===== src/sv/bbl_pkg.sv =====
// Shared types, constants, microcode ROM and saturation helpers for the
// bass boost lowpass mix block. No dependencies.
package bbl_pkg;

  localparam int MAX_CHANS   = 32;
  localparam int CH_W        = 5;
  localparam int CNT_W       = 6;
  localparam int SAMPLE_BITS = 24;
  localparam int COEF_W      = 16;
  localparam int RAMP_W      = 17;
  localparam int BOOST_W     = 32;
  localparam int TGT_W       = 16;
  localparam int CFG_IDX_W   = 2;
  localparam int CFG_DATA_W  = 17;
  localparam int PC_W        = 3;
  localparam int MA_W        = SAMPLE_BITS + 1;
  localparam int MB_W        = BOOST_W + 2;
  localparam int PROD_W      = MA_W + MB_W;
  localparam int ACC_W       = PROD_W + 1;

  typedef logic signed [SAMPLE_BITS-1:0] sample_t;

  localparam logic [CFG_IDX_W-1:0] CFG_CHANNEL_COUNT  = 2'd0;
  localparam logic [CFG_IDX_W-1:0] CFG_FEEDBACK_COEFF = 2'd1;
  localparam logic [CFG_IDX_W-1:0] CFG_RAMP_COEFF     = 2'd2;
  localparam logic [CFG_IDX_W-1:0] CFG_BOOST_TARGET   = 2'd3;

  localparam logic [CNT_W-1:0]  RST_CHANNEL_COUNT  = 6'd2;
  localparam logic [COEF_W-1:0] RST_FEEDBACK_COEFF = 16'd63843;
  localparam logic [RAMP_W-1:0] RST_RAMP_COEFF     = 17'd27;
  localparam logic [TGT_W-1:0]  RST_BOOST_TARGET   = 16'd0;
  localparam logic [RAMP_W-1:0] RAMP_ONE           = 17'd65536;
  localparam logic [CNT_W-1:0]  CNT_MAX            = CNT_W'(MAX_CHANS);

  localparam logic signed [ACC_W-1:0] RND_Q16 = {{(ACC_W-16){1'b0}}, 1'b1, 15'b0};
  localparam logic signed [ACC_W-1:0] RND_Q29 = {{(ACC_W-29){1'b0}}, 1'b1, 28'b0};
  localparam logic signed [ACC_W-1:0] SMP_MAX =
    {{(ACC_W-SAMPLE_BITS+1){1'b0}}, {(SAMPLE_BITS-1){1'b1}}};
  localparam logic signed [ACC_W-1:0] SMP_MIN = ~SMP_MAX;
  localparam logic signed [ACC_W-1:0] BST_MAX =
    {{(ACC_W-BOOST_W+1){1'b0}}, {(BOOST_W-1){1'b1}}};
  localparam logic signed [ACC_W-1:0] BST_MIN = ~BST_MAX;

  localparam logic [1:0] MUL_NONE = 2'd0;
  localparam logic [1:0] MUL_LPF  = 2'd1;
  localparam logic [1:0] MUL_RAMP = 2'd2;
  localparam logic [1:0] MUL_MIX  = 2'd3;

  localparam logic [1:0] WB_NONE  = 2'd0;
  localparam logic [1:0] WB_LPF   = 2'd1;
  localparam logic [1:0] WB_BOOST = 2'd2;
  localparam logic [1:0] WB_EMIT  = 2'd3;

  localparam logic COND_NONE    = 1'b0;
  localparam logic COND_NOT_CH0 = 1'b1;

  localparam logic [PC_W-1:0] STEP_LPF_MUL   = 3'd0;
  localparam logic [PC_W-1:0] STEP_RAMP_MUL  = 3'd1;
  localparam logic [PC_W-1:0] STEP_BOOST_WB  = 3'd2;
  localparam logic [PC_W-1:0] STEP_MIX_MUL   = 3'd3;
  localparam logic [PC_W-1:0] STEP_EMIT      = 3'd4;

  typedef struct packed {
    logic [1:0]      mul_sel;
    logic [1:0]      wb;
    logic            cond;
    logic [PC_W-1:0] tgt;
    logic            last;
  } ctrl_t;

  localparam ctrl_t CTRL_NOP = '{mul_sel: MUL_NONE, wb: WB_NONE, cond: COND_NONE,
                                 tgt: STEP_LPF_MUL, last: 1'b0};

  function automatic ctrl_t rom(input logic [PC_W-1:0] pc);
    ctrl_t w;
    w = CTRL_NOP;
    unique case (pc)
      STEP_LPF_MUL: begin
        w.mul_sel = MUL_LPF;
      end
      STEP_RAMP_MUL: begin
        w.mul_sel = MUL_RAMP;
        w.wb      = WB_LPF;
        w.cond    = COND_NOT_CH0;
        w.tgt     = STEP_MIX_MUL;
      end
      STEP_BOOST_WB: begin
        w.wb = WB_BOOST;
      end
      STEP_MIX_MUL: begin
        w.mul_sel = MUL_MIX;
      end
      STEP_EMIT: begin
        w.wb   = WB_EMIT;
        w.last = 1'b1;
      end
      default: begin
        w.last = 1'b1;
      end
    endcase
    return w;
  endfunction

  function automatic sample_t sat_sample(input logic signed [ACC_W-1:0] v);
    logic signed [ACC_W-1:0] c;
    c = v;
    if (v > SMP_MAX) c = SMP_MAX;
    else if (v < SMP_MIN) c = SMP_MIN;
    return c[SAMPLE_BITS-1:0];
  endfunction

  function automatic logic signed [BOOST_W-1:0] sat_boost(input logic signed [ACC_W-1:0] v);
    logic signed [ACC_W-1:0] c;
    c = v;
    if (v > BST_MAX) c = BST_MAX;
    else if (v < BST_MIN) c = BST_MIN;
    return c[BOOST_W-1:0];
  endfunction

endpackage


===== src/sv/bbl_in_if.sv =====
// Input channel interface: valid/ready plus request type and sample.
// Depends on bbl_pkg.
interface bbl_in_if;
  import bbl_pkg::*;
  logic    valid;
  logic    ready;
  logic    req_type;
  sample_t sample_in;

  modport source (output valid, output req_type, output sample_in, input ready);
  modport sink   (input valid, input req_type, input sample_in, output ready);
endinterface


===== src/sv/bbl_out_if.sv =====
// Result channel interface: valid/ready plus boosted sample and channel.
// Depends on bbl_pkg.
interface bbl_out_if;
  import bbl_pkg::*;
  logic            valid;
  logic            ready;
  sample_t         sample_out;
  logic [CH_W-1:0] out_channel;

  modport source (output valid, output sample_out, output out_channel, input ready);
  modport sink   (input valid, input sample_out, input out_channel, output ready);
endinterface


===== src/sv/bbl_seq.sv =====
// Microcode sequencer: step counter, ROM fetch, conditional jump and stall.
// Depends on bbl_pkg.
module bbl_seq (
  input  logic           clk,
  input  logic           rst_n,
  input  logic           start_i,
  input  logic           not_ch0_i,
  input  logic           out_blocked_i,
  output bbl_pkg::ctrl_t ctrl_o,
  output logic           busy_o,
  output logic           done_o
);
  import bbl_pkg::*;

  logic [PC_W-1:0] pc_r, pc_nxt;
  logic            busy_r, busy_nxt;
  ctrl_t           word;
  logic            stall, adv, taken;

  assign word  = rom(pc_r);
  assign stall = busy_r && (word.wb == WB_EMIT) && out_blocked_i;
  assign adv   = busy_r && !stall;
  assign taken = (word.cond == COND_NOT_CH0) && not_ch0_i;

  assign ctrl_o = adv ? word : CTRL_NOP;
  assign done_o = adv && word.last;
  assign busy_o = busy_r;

  always_comb begin
    busy_nxt = busy_r;
    pc_nxt   = pc_r;
    if (start_i) begin
      busy_nxt = 1'b1;
      pc_nxt   = STEP_LPF_MUL;
    end else if (adv) begin
      if (word.last) begin
        busy_nxt = 1'b0;
        pc_nxt   = STEP_LPF_MUL;
      end else if (taken) begin
        pc_nxt = word.tgt;
      end else begin
        pc_nxt = pc_r + 1'b1;
      end
    end
  end

  always_ff @(posedge clk) begin
    if (!rst_n) begin
      busy_r <= 1'b0;
      pc_r   <= STEP_LPF_MUL;
    end else begin
      busy_r <= busy_nxt;
      pc_r   <= pc_nxt;
    end
  end
endmodule


===== src/sv/bbl_dp.sv =====
// Datapath: history store, shared multiplier, boost and lowpass registers,
// rounding and saturation. Driven by control words from bbl_seq. Depends on bbl_pkg.
module bbl_dp (
  input  logic                       clk,
  input  logic                       rst_n,
  input  bbl_pkg::ctrl_t             ctrl_i,
  input  logic                       load_i,
  input  logic                       clear_i,
  input  logic [bbl_pkg::CH_W-1:0]   ld_ch_i,
  input  logic [bbl_pkg::CH_W-1:0]   cur_ch_i,
  input  bbl_pkg::sample_t           sample_i,
  input  logic [bbl_pkg::COEF_W-1:0] feedback_i,
  input  logic [bbl_pkg::RAMP_W-1:0] ramp_i,
  input  logic [bbl_pkg::TGT_W-1:0]  target_i,
  output bbl_pkg::sample_t           y_o
);
  import bbl_pkg::*;

  sample_t                   hist_mem [MAX_CHANS];
  logic [MAX_CHANS-1:0]      hv_r;
  sample_t                   x_r, zraw_r, lpf_r, lpf_nxt, z;
  logic                      zv_r;
  logic signed [BOOST_W-1:0] boost_r, boost_nxt;
  logic signed [MA_W-1:0]    ma, dzx;
  logic signed [MB_W-1:0]    mb, diff;
  logic signed [PROD_W-1:0]  prod_r, prod_nxt;
  logic signed [ACC_W-1:0]   prod_x, x_hi, x_lo, boost_x;
  logic signed [ACC_W-1:0]   lpf_sum, lpf_rnd, q16_rnd, q29_rnd, boost_sum, y_sum;

  assign z    = zv_r ? zraw_r : '0;
  assign dzx  = {z[SAMPLE_BITS-1], z} - {x_r[SAMPLE_BITS-1], x_r};
  assign diff = {{(MB_W-TGT_W-16){target_i[TGT_W-1]}}, target_i, 16'b0}
              - {{(MB_W-BOOST_W){boost_r[BOOST_W-1]}}, boost_r};

  always_comb begin
    unique case (ctrl_i.mul_sel)
      MUL_LPF: begin
        ma = dzx;
        mb = {{(MB_W-COEF_W){1'b0}}, feedback_i};
      end
      MUL_RAMP: begin
        ma = {{(MA_W-RAMP_W){1'b0}}, ramp_i};
        mb = diff;
      end
      MUL_MIX: begin
        ma = {lpf_r[SAMPLE_BITS-1], lpf_r};
        mb = {{(MB_W-BOOST_W){boost_r[BOOST_W-1]}}, boost_r};
      end
      default: begin
        ma = '0;
        mb = '0;
      end
    endcase
  end

  assign prod_nxt = ma * mb;

  assign prod_x  = {prod_r[PROD_W-1], prod_r};
  assign x_hi    = {{(ACC_W-SAMPLE_BITS-16){x_r[SAMPLE_BITS-1]}}, x_r, 16'b0};
  assign x_lo    = {{(ACC_W-SAMPLE_BITS){x_r[SAMPLE_BITS-1]}}, x_r};
  assign boost_x = {{(ACC_W-BOOST_W){boost_r[BOOST_W-1]}}, boost_r};

  assign lpf_sum   = x_hi + prod_x + RND_Q16;
  assign lpf_rnd   = lpf_sum >>> 16;
  assign lpf_nxt   = sat_sample(lpf_rnd);
  assign q16_rnd   = (prod_x + RND_Q16) >>> 16;
  assign boost_sum = boost_x + q16_rnd;
  assign boost_nxt = sat_boost(boost_sum);
  assign q29_rnd   = (prod_x + RND_Q29) >>> 29;
  assign y_sum     = x_lo + q29_rnd;
  assign y_o       = sat_sample(y_sum);

  always_ff @(posedge clk) begin
    if (load_i) begin
      zraw_r <= hist_mem[ld_ch_i];
    end
    if (ctrl_i.wb == WB_LPF) begin
      hist_mem[cur_ch_i] <= lpf_nxt;
    end
  end

  always_ff @(posedge clk) begin
    if (load_i) begin
      x_r  <= sample_i;
      zv_r <= hv_r[ld_ch_i];
    end
    if (ctrl_i.mul_sel != MUL_NONE) begin
      prod_r <= prod_nxt;
    end
    if (ctrl_i.wb == WB_LPF) begin
      lpf_r <= lpf_nxt;
    end
  end

  always_ff @(posedge clk) begin
    if (!rst_n) begin
      hv_r    <= '0;
      boost_r <= '0;
    end else begin
      if (clear_i) begin
        hv_r <= '0;
      end else if (ctrl_i.wb == WB_LPF) begin
        hv_r[cur_ch_i] <= 1'b1;
      end
      if (ctrl_i.wb == WB_BOOST) begin
        boost_r <= boost_nxt;
      end
    end
  end
endmodule


===== src/sv/bass_boost_lowpass_mix.sv =====
// Top level: configuration registers, channel counter, handshakes and
// result register around bbl_seq and bbl_dp. Depends on bbl_pkg and the channel interfaces.
//
//   port      | dir | beat content
//   in_bus    | in  | req_type, sample_in
//   out_bus   | out | sample_out, out_channel
//   cfg_*     | in  | cfg_we, cfg_index, cfg_wdata (write only)
//
// A sample beat runs lowpass, ramp and mix multiplies, then emits; channel 0 adds a boost
// write-back step, since the single shared multiplier is reused. A clear beat runs no steps.
// Reset is synchronous, active low; histories read as zero through per-channel valid bits.
// A new beat is taken while a result waits in the output register; the last step
// holds only when that register is still full.
module bass_boost_lowpass_mix (
  input  logic                          clk,
  input  logic                          rst_n,
  bbl_in_if.sink                        in_bus,
  bbl_out_if.source                     out_bus,
  input  logic                          cfg_we,
  input  logic [bbl_pkg::CFG_IDX_W-1:0]  cfg_index,
  input  logic [bbl_pkg::CFG_DATA_W-1:0] cfg_wdata
);
  import bbl_pkg::*;

  logic [CNT_W-1:0]  cnt_r, cnt_eff;
  logic [COEF_W-1:0] fb_r;
  logic [RAMP_W-1:0] ramp_r, ramp_eff;
  logic [TGT_W-1:0]  tgt_r;
  logic [CH_W-1:0]   ch_r, chn, ch_next, cur_ch_r;
  logic [CNT_W-1:0]  ch_inc;
  logic              acc, ld, clr, busy, done, out_blocked;
  logic              out_valid_r;
  sample_t           out_sample_r, y;
  logic [CH_W-1:0]   out_ch_r;
  ctrl_t             ctrl;

  always_ff @(posedge clk) begin
    if (!rst_n) begin
      cnt_r  <= RST_CHANNEL_COUNT;
      fb_r   <= RST_FEEDBACK_COEFF;
      ramp_r <= RST_RAMP_COEFF;
      tgt_r  <= RST_BOOST_TARGET;
    end else if (cfg_we) begin
      unique case (cfg_index)
        CFG_CHANNEL_COUNT:  cnt_r  <= cfg_wdata[CNT_W-1:0];
        CFG_FEEDBACK_COEFF: fb_r   <= cfg_wdata[COEF_W-1:0];
        CFG_RAMP_COEFF:     ramp_r <= cfg_wdata[RAMP_W-1:0];
        CFG_BOOST_TARGET:   tgt_r  <= cfg_wdata[TGT_W-1:0];
        default: ;
      endcase
    end
  end

  assign cnt_eff  = (cnt_r == '0) ? CNT_W'(1) : ((cnt_r > CNT_MAX) ? CNT_MAX : cnt_r);
  assign ramp_eff = (ramp_r > RAMP_ONE) ? RAMP_ONE : ramp_r;
  assign chn      = ({1'b0, ch_r} >= cnt_eff) ? '0 : ch_r;
  assign ch_inc   = {1'b0, chn} + 1'b1;
  assign ch_next  = (ch_inc >= cnt_eff) ? '0 : ch_inc[CH_W-1:0];

  assign in_bus.ready = !busy || done;
  assign acc          = in_bus.valid && in_bus.ready;
  assign ld           = acc && !in_bus.req_type;
  assign clr          = acc && in_bus.req_type;
  assign out_blocked  = out_valid_r && !out_bus.ready;

  always_ff @(posedge clk) begin
    if (!rst_n) begin
      ch_r <= '0;
    end else if (clr) begin
      ch_r <= '0;
    end else if (ld) begin
      ch_r <= ch_next;
    end
  end

  always_ff @(posedge clk) begin
    if (ld) begin
      cur_ch_r <= chn;
    end
    if (ctrl.wb == WB_EMIT) begin
      out_sample_r <= y;
      out_ch_r     <= cur_ch_r;
    end
  end

  always_ff @(posedge clk) begin
    if (!rst_n) begin
      out_valid_r <= 1'b0;
    end else if (ctrl.wb == WB_EMIT) begin
      out_valid_r <= 1'b1;
    end else if (out_bus.ready) begin
      out_valid_r <= 1'b0;
    end
  end

  assign out_bus.valid       = out_valid_r;
  assign out_bus.sample_out  = out_sample_r;
  assign out_bus.out_channel = out_ch_r;

  bbl_seq u_seq (
    .clk           (clk),
    .rst_n         (rst_n),
    .start_i       (ld),
    .not_ch0_i     (cur_ch_r != '0),
    .out_blocked_i (out_blocked),
    .ctrl_o        (ctrl),
    .busy_o        (busy),
    .done_o        (done)
  );

  bbl_dp u_dp (
    .clk        (clk),
    .rst_n      (rst_n),
    .ctrl_i     (ctrl),
    .load_i     (ld),
    .clear_i    (clr),
    .ld_ch_i    (chn),
    .cur_ch_i   (cur_ch_r),
    .sample_i   (in_bus.sample_in),
    .feedback_i (fb_r),
    .ramp_i     (ramp_eff),
    .target_i   (tgt_r),
    .y_o        (y)
  );
endmodule


===== src/flat_wrapper.sv =====
// flat-port wrapper written by rule: the top's interface ports become plain ports
module bass_boost_lowpass_mix_flat import bbl_pkg::*;
  (clk, rst_n, cfg_we, cfg_index, cfg_wdata, in_bus_valid, in_bus_req_type, in_bus_sample_in, in_bus_ready, out_bus_valid, out_bus_sample_out, out_bus_out_channel, out_bus_ready);
  bbl_in_if in_bus_i ();
  bbl_out_if out_bus_i ();
  input  logic clk;
  input  logic rst_n;
  input  logic cfg_we;
  input  logic [bbl_pkg::CFG_IDX_W-1:0] cfg_index;
  input  logic [bbl_pkg::CFG_DATA_W-1:0] cfg_wdata;
  input wire logic [$bits(in_bus_i.valid)-1:0] in_bus_valid;
  input wire logic [$bits(in_bus_i.req_type)-1:0] in_bus_req_type;
  input wire logic [$bits(in_bus_i.sample_in)-1:0] in_bus_sample_in;
  output wire logic [$bits(in_bus_i.ready)-1:0] in_bus_ready;
  output wire logic [$bits(out_bus_i.valid)-1:0] out_bus_valid;
  output wire logic [$bits(out_bus_i.sample_out)-1:0] out_bus_sample_out;
  output wire logic [$bits(out_bus_i.out_channel)-1:0] out_bus_out_channel;
  input wire logic [$bits(out_bus_i.ready)-1:0] out_bus_ready;
  assign in_bus_i.valid = in_bus_valid;
  assign in_bus_i.req_type = in_bus_req_type;
  assign in_bus_i.sample_in = in_bus_sample_in;
  assign in_bus_ready = in_bus_i.ready;
  assign out_bus_valid = out_bus_i.valid;
  assign out_bus_sample_out = out_bus_i.sample_out;
  assign out_bus_out_channel = out_bus_i.out_channel;
  assign out_bus_i.ready = out_bus_ready;
  bass_boost_lowpass_mix u_core (.clk(clk), .rst_n(rst_n), .in_bus(in_bus_i), .out_bus(out_bus_i), .cfg_we(cfg_we), .cfg_index(cfg_index), .cfg_wdata(cfg_wdata));
endmodule

===== config.mk =====
export PLATFORM = sky130hd
export DESIGN_NAME = bass_boost_lowpass_mix_flat
export DESIGN_NICKNAME = d
export VERILOG_FILES = /design/src/sv/bbl_pkg.sv /design/src/sv/bbl_in_if.sv /design/src/sv/bbl_out_if.sv /design/src/sv/bbl_seq.sv /design/src/sv/bbl_dp.sv /design/src/sv/bass_boost_lowpass_mix.sv /design/src/flat_wrapper.sv
export SDC_FILE = /design/constraint.sdc
export NUM_CORES = 2
export LEC_CHECK = 0
export ABC_CLOCK_PERIOD_IN_PS = 11700
export BUFFER_PORTS_ARGS = -buffer_cell sky130_fd_sc_hd__buf_2
export CORE_ASPECT_RATIO = 1.5
export CORE_MARGIN = 2
export CORE_UTILIZATION = 59
export DETAILED_ROUTE_END_ITERATION = 10
export PLACE_DENSITY = 0.78
export SLEW_MARGIN = 20
export SYNTH_ARGS = -nofsm -noshare
export SYNTH_HDL_FRONTEND = slang
export SYNTH_SLANG_ARGS = --single-unit

===== constraint.sdc =====
create_clock -name clk -period 11.7 [get_ports clk]
set_clock_uncertainty 0.1 [all_clocks]
set_input_delay 2.34 -clock clk [delete_from_list [all_inputs] [get_ports clk]]
set_output_delay 2.34 -clock clk [all_outputs]
set_load 0.05 [all_outputs]

==> results.toml <==
[cts]
clk_pin_slew_ns = 0.08
clockRootBuffer = "clkbuf_16"
clock_sinks = 1048
clkLatencyLatePin_ns = 0.74
cts_max_level = 3
clk_path_buf_depth = 3
cts_setup_buffers = 0
cts_buffers = 97
cts_tree = "built"

[die]
die_h_um = 451
die_w_um = 302
fp-row-count = 164
initial_core_util_pct = 59.3
core_sq_um = 133000
pin_count = 80
dieArea_sq_um = 136000

[setup_path]
crit_type = "register to register"
cpMostUsedCell = "fa_1"
r2r.worst_path.cells = 38
worstPathRequired_ns = 12.04
cp_slowest_stage_delay_ns = 0.75
setup.worst_path.end_class = "register"
critPathMaxFanout = 8
crit_arrival_ns = 11.61
r2r-start = "u_core.u_dp.zv_r"
cp-startpoint = "u_core.u_dp.zv_r"
startpoint_type = "register"
cp_slowest_cell = "o21ai_2"

[detailed_routing]
wirelength_um = 255000
vias_per_cell = 6.38
drc = 0
wl_per_cell_um = 27.0
vias = 60100
drt_first_pass_iters = 10
drt_iter0_drc = 6611
antenna_left = 0

[global_routing]
grt_antenna_before_repair = 16
globalRouteOverflowTotal = 0
globalRouteTotalUtil_pct = 37.7
grt_max_degree = 185
grt_first_pass_wirelength_um = 376000
grt_pass1_vias = 61300

[sta]
maxSlewViolCount = 0
setup-tns-final_ns = 0
period_needed_ns = 11.28
finalHoldViolCount = 0
fmax_ghz = 0.0887
fin_ws_ns = 0.423
tightest_slew_ns = 1.22
slew_headroom_pct = 18.6
fin_crit_sh_pct = 96.4
finalSetupViolations = 0
rsz0062_at_grt = "false"

[final_layout]
post-route-cell-area_sq_um = 85800
fin_nets = 8837
drive_gt1_share_pct = 7.98
area_delta_synth_final_pct = 8.98
fin_util_pct = 64.6
fin_cells = 9433

[synth]
yosysSeqAreaShare_pct = 38.3
synthCells = 7567
yosys_register_bits = 1048
syn_area_sq_um = 78700
synthTopCellsByArea = "edfxtp_1 35%, fa_1 22%, ha_1 5.3%, nand2_1 4.9%, inv_1 4.4%"
yosys_warnings = 0
synth_ff_type = "edfxtp_1"
synth_cell_type_count = 85
synth_top_area_share_pct = 35.1
yosys.area.top_type = "edfxtp_1"
syn_avg_cell_area_sq_um = 10.4
ys_async_sr_fraction_pct = 0
syn_nets = 8802
synth-edff-count = 919

[worst_hold_path]
worstHoldPathCells = 2
min_path_type = "register to register"
hp-start = "u_core.u_dp.hv_r[0]"

[placed_design]
hpwlAfterDp_um = 189000
dp.cells = 9244
place_worst_setup_slack_ns = 0.220
gp_congestion = 1.07
place_area_sq_um = 82400
io_buffer_count = 79

[power_and_ir_drop]
p_leak_nw = 35.5
powerDensity_nw_per_um2 = 106
peakVddDrop_v = 0.000170

[job]
drv_cap = 0

[run_status]
outcome = "completed"
[power by group]
group	internal (mW)	switching (mW)
clock network	1.79	1.44
logic	0.482	1.10
registers	4.22	0.0603
[cell type report]
type	instances	area (sq um)
flip-flops and latches	1048	30200
fillers	10200	47000
multi-input cells	5183	44000
inverters	927	3490
well taps	1743	2180
clock buffers	123	2600
clock inverters	58	654
diodes	6	15.0
repair buffers	345	2660
[metrics by stage]
step	hold slack, ns	power (mW)
6_report	0.367	9.09
5_1_grt	0.386	9.34
4_1_cts	0.370	9.06
3_5_place_dp	0.351	5.88
3_3_place_gp	0.342	5.85
2_1_floorplan	0.332	5.25
[layout by cell type (no fill, tap or decap), types with 158 or more instances in the layout]
cell type and instances:
ha_1 333, nor2_1 533, xnor2_1 164, and2_1 158, o21ai_0 257, nand2_1 1027
a21oi_1 351, fa_1 852, edfxtp_1 919, inv_1 924, buf_4 245
[worst max-delay path: cells and delay by family (launching register included)]
family          cells  cell delay [ns]
simple gates        8             1.20
fa+ha+maj          10             5.01
flops               1             0.49
compound gates     11             2.69
buf+inv             7             0.76
xor+xnor            2             0.73
[kinds of logic after synthesis]
family / share of synthesized area (%)
compound gates: 12.8
xor+xnor: 3.07
fa+ha+maj: 27.0
buf+inv: 6.45
flops: 38.3
mux: 0.114
simple gates: 12.2
[worst paths after layout]
check / end / slack, ns
worst max-delay path: u_core.u_dp.prod_r[44] / 0.42
worst min-delay path: u_core.u_dp.hv_r[0] / 0.37
worst max register to register: u_core.u_dp.prod_r[44] / 0.42
worst min register to register: u_core.u_dp.hv_r[0] / 0.37
[cells in the mapped netlist (all sizes together) (12+ instances only)]
cell    instances
a22oi          33
nand3          94
a21oi         358
and2          179
o22ai         106
nor3           48
buf            38
o211ai         19
nand2        1027
o21ai         319
and3           27
a21o           90
nor4           23
inv           926
a22o           64
ha            333
o21bai         28
o221ai        101
xnor2         164
a31oi          24
edfxtp        919
fa            853
nor2          569
or3            13
dfxtp         129
nand2b         50
or2            13
o31ai          12
xor2          112
a21boi         44
clkbuf        371
nand4          47
o21a           32
nor2b          56
a211oi        127
a311oi        102
[metal layers]
layer / share of wire, % / global-route usage, % / up-vias / wire length [um]
li1: - / - / 25800 / -
met4: 11 / 33.6 / 6 / 27500
met5: 0.018 / 0 / - / 46
met2: 49 / 62.4 / 3417 / 124000
met3: 8.4 / 7.47 / 1188 / 21300
met1: 32 / 40.7 / 29800 / 81500
[flip-flops by register name, indices dropped and copies added, names as in the netlist, 16 cells and up]
name / count
u_core.u_dp.x_r: 24
u_core.u_dp.zraw_r: 24
u_core.ramp_r: 17
u_core.u_dp.lpf_r: 24
u_core.u_dp.hv_r: 32
u_core.u_dp.prod_r: 44
u_core.tgt_r: 16
u_core.u_dp.hist_mem: 768
u_core.fb_r: 16
u_core.u_dp.boost_r: 32
u_core.out_bus.sample_out: 24
[repair_timing]
action                                  CTS  global route
hold endpoints to repair                  0             0
gates resized for setup                   0             3
hold buffers                              0             0
endpoints found under the setup margin    0             1
(Power assumes the default switching activity.)
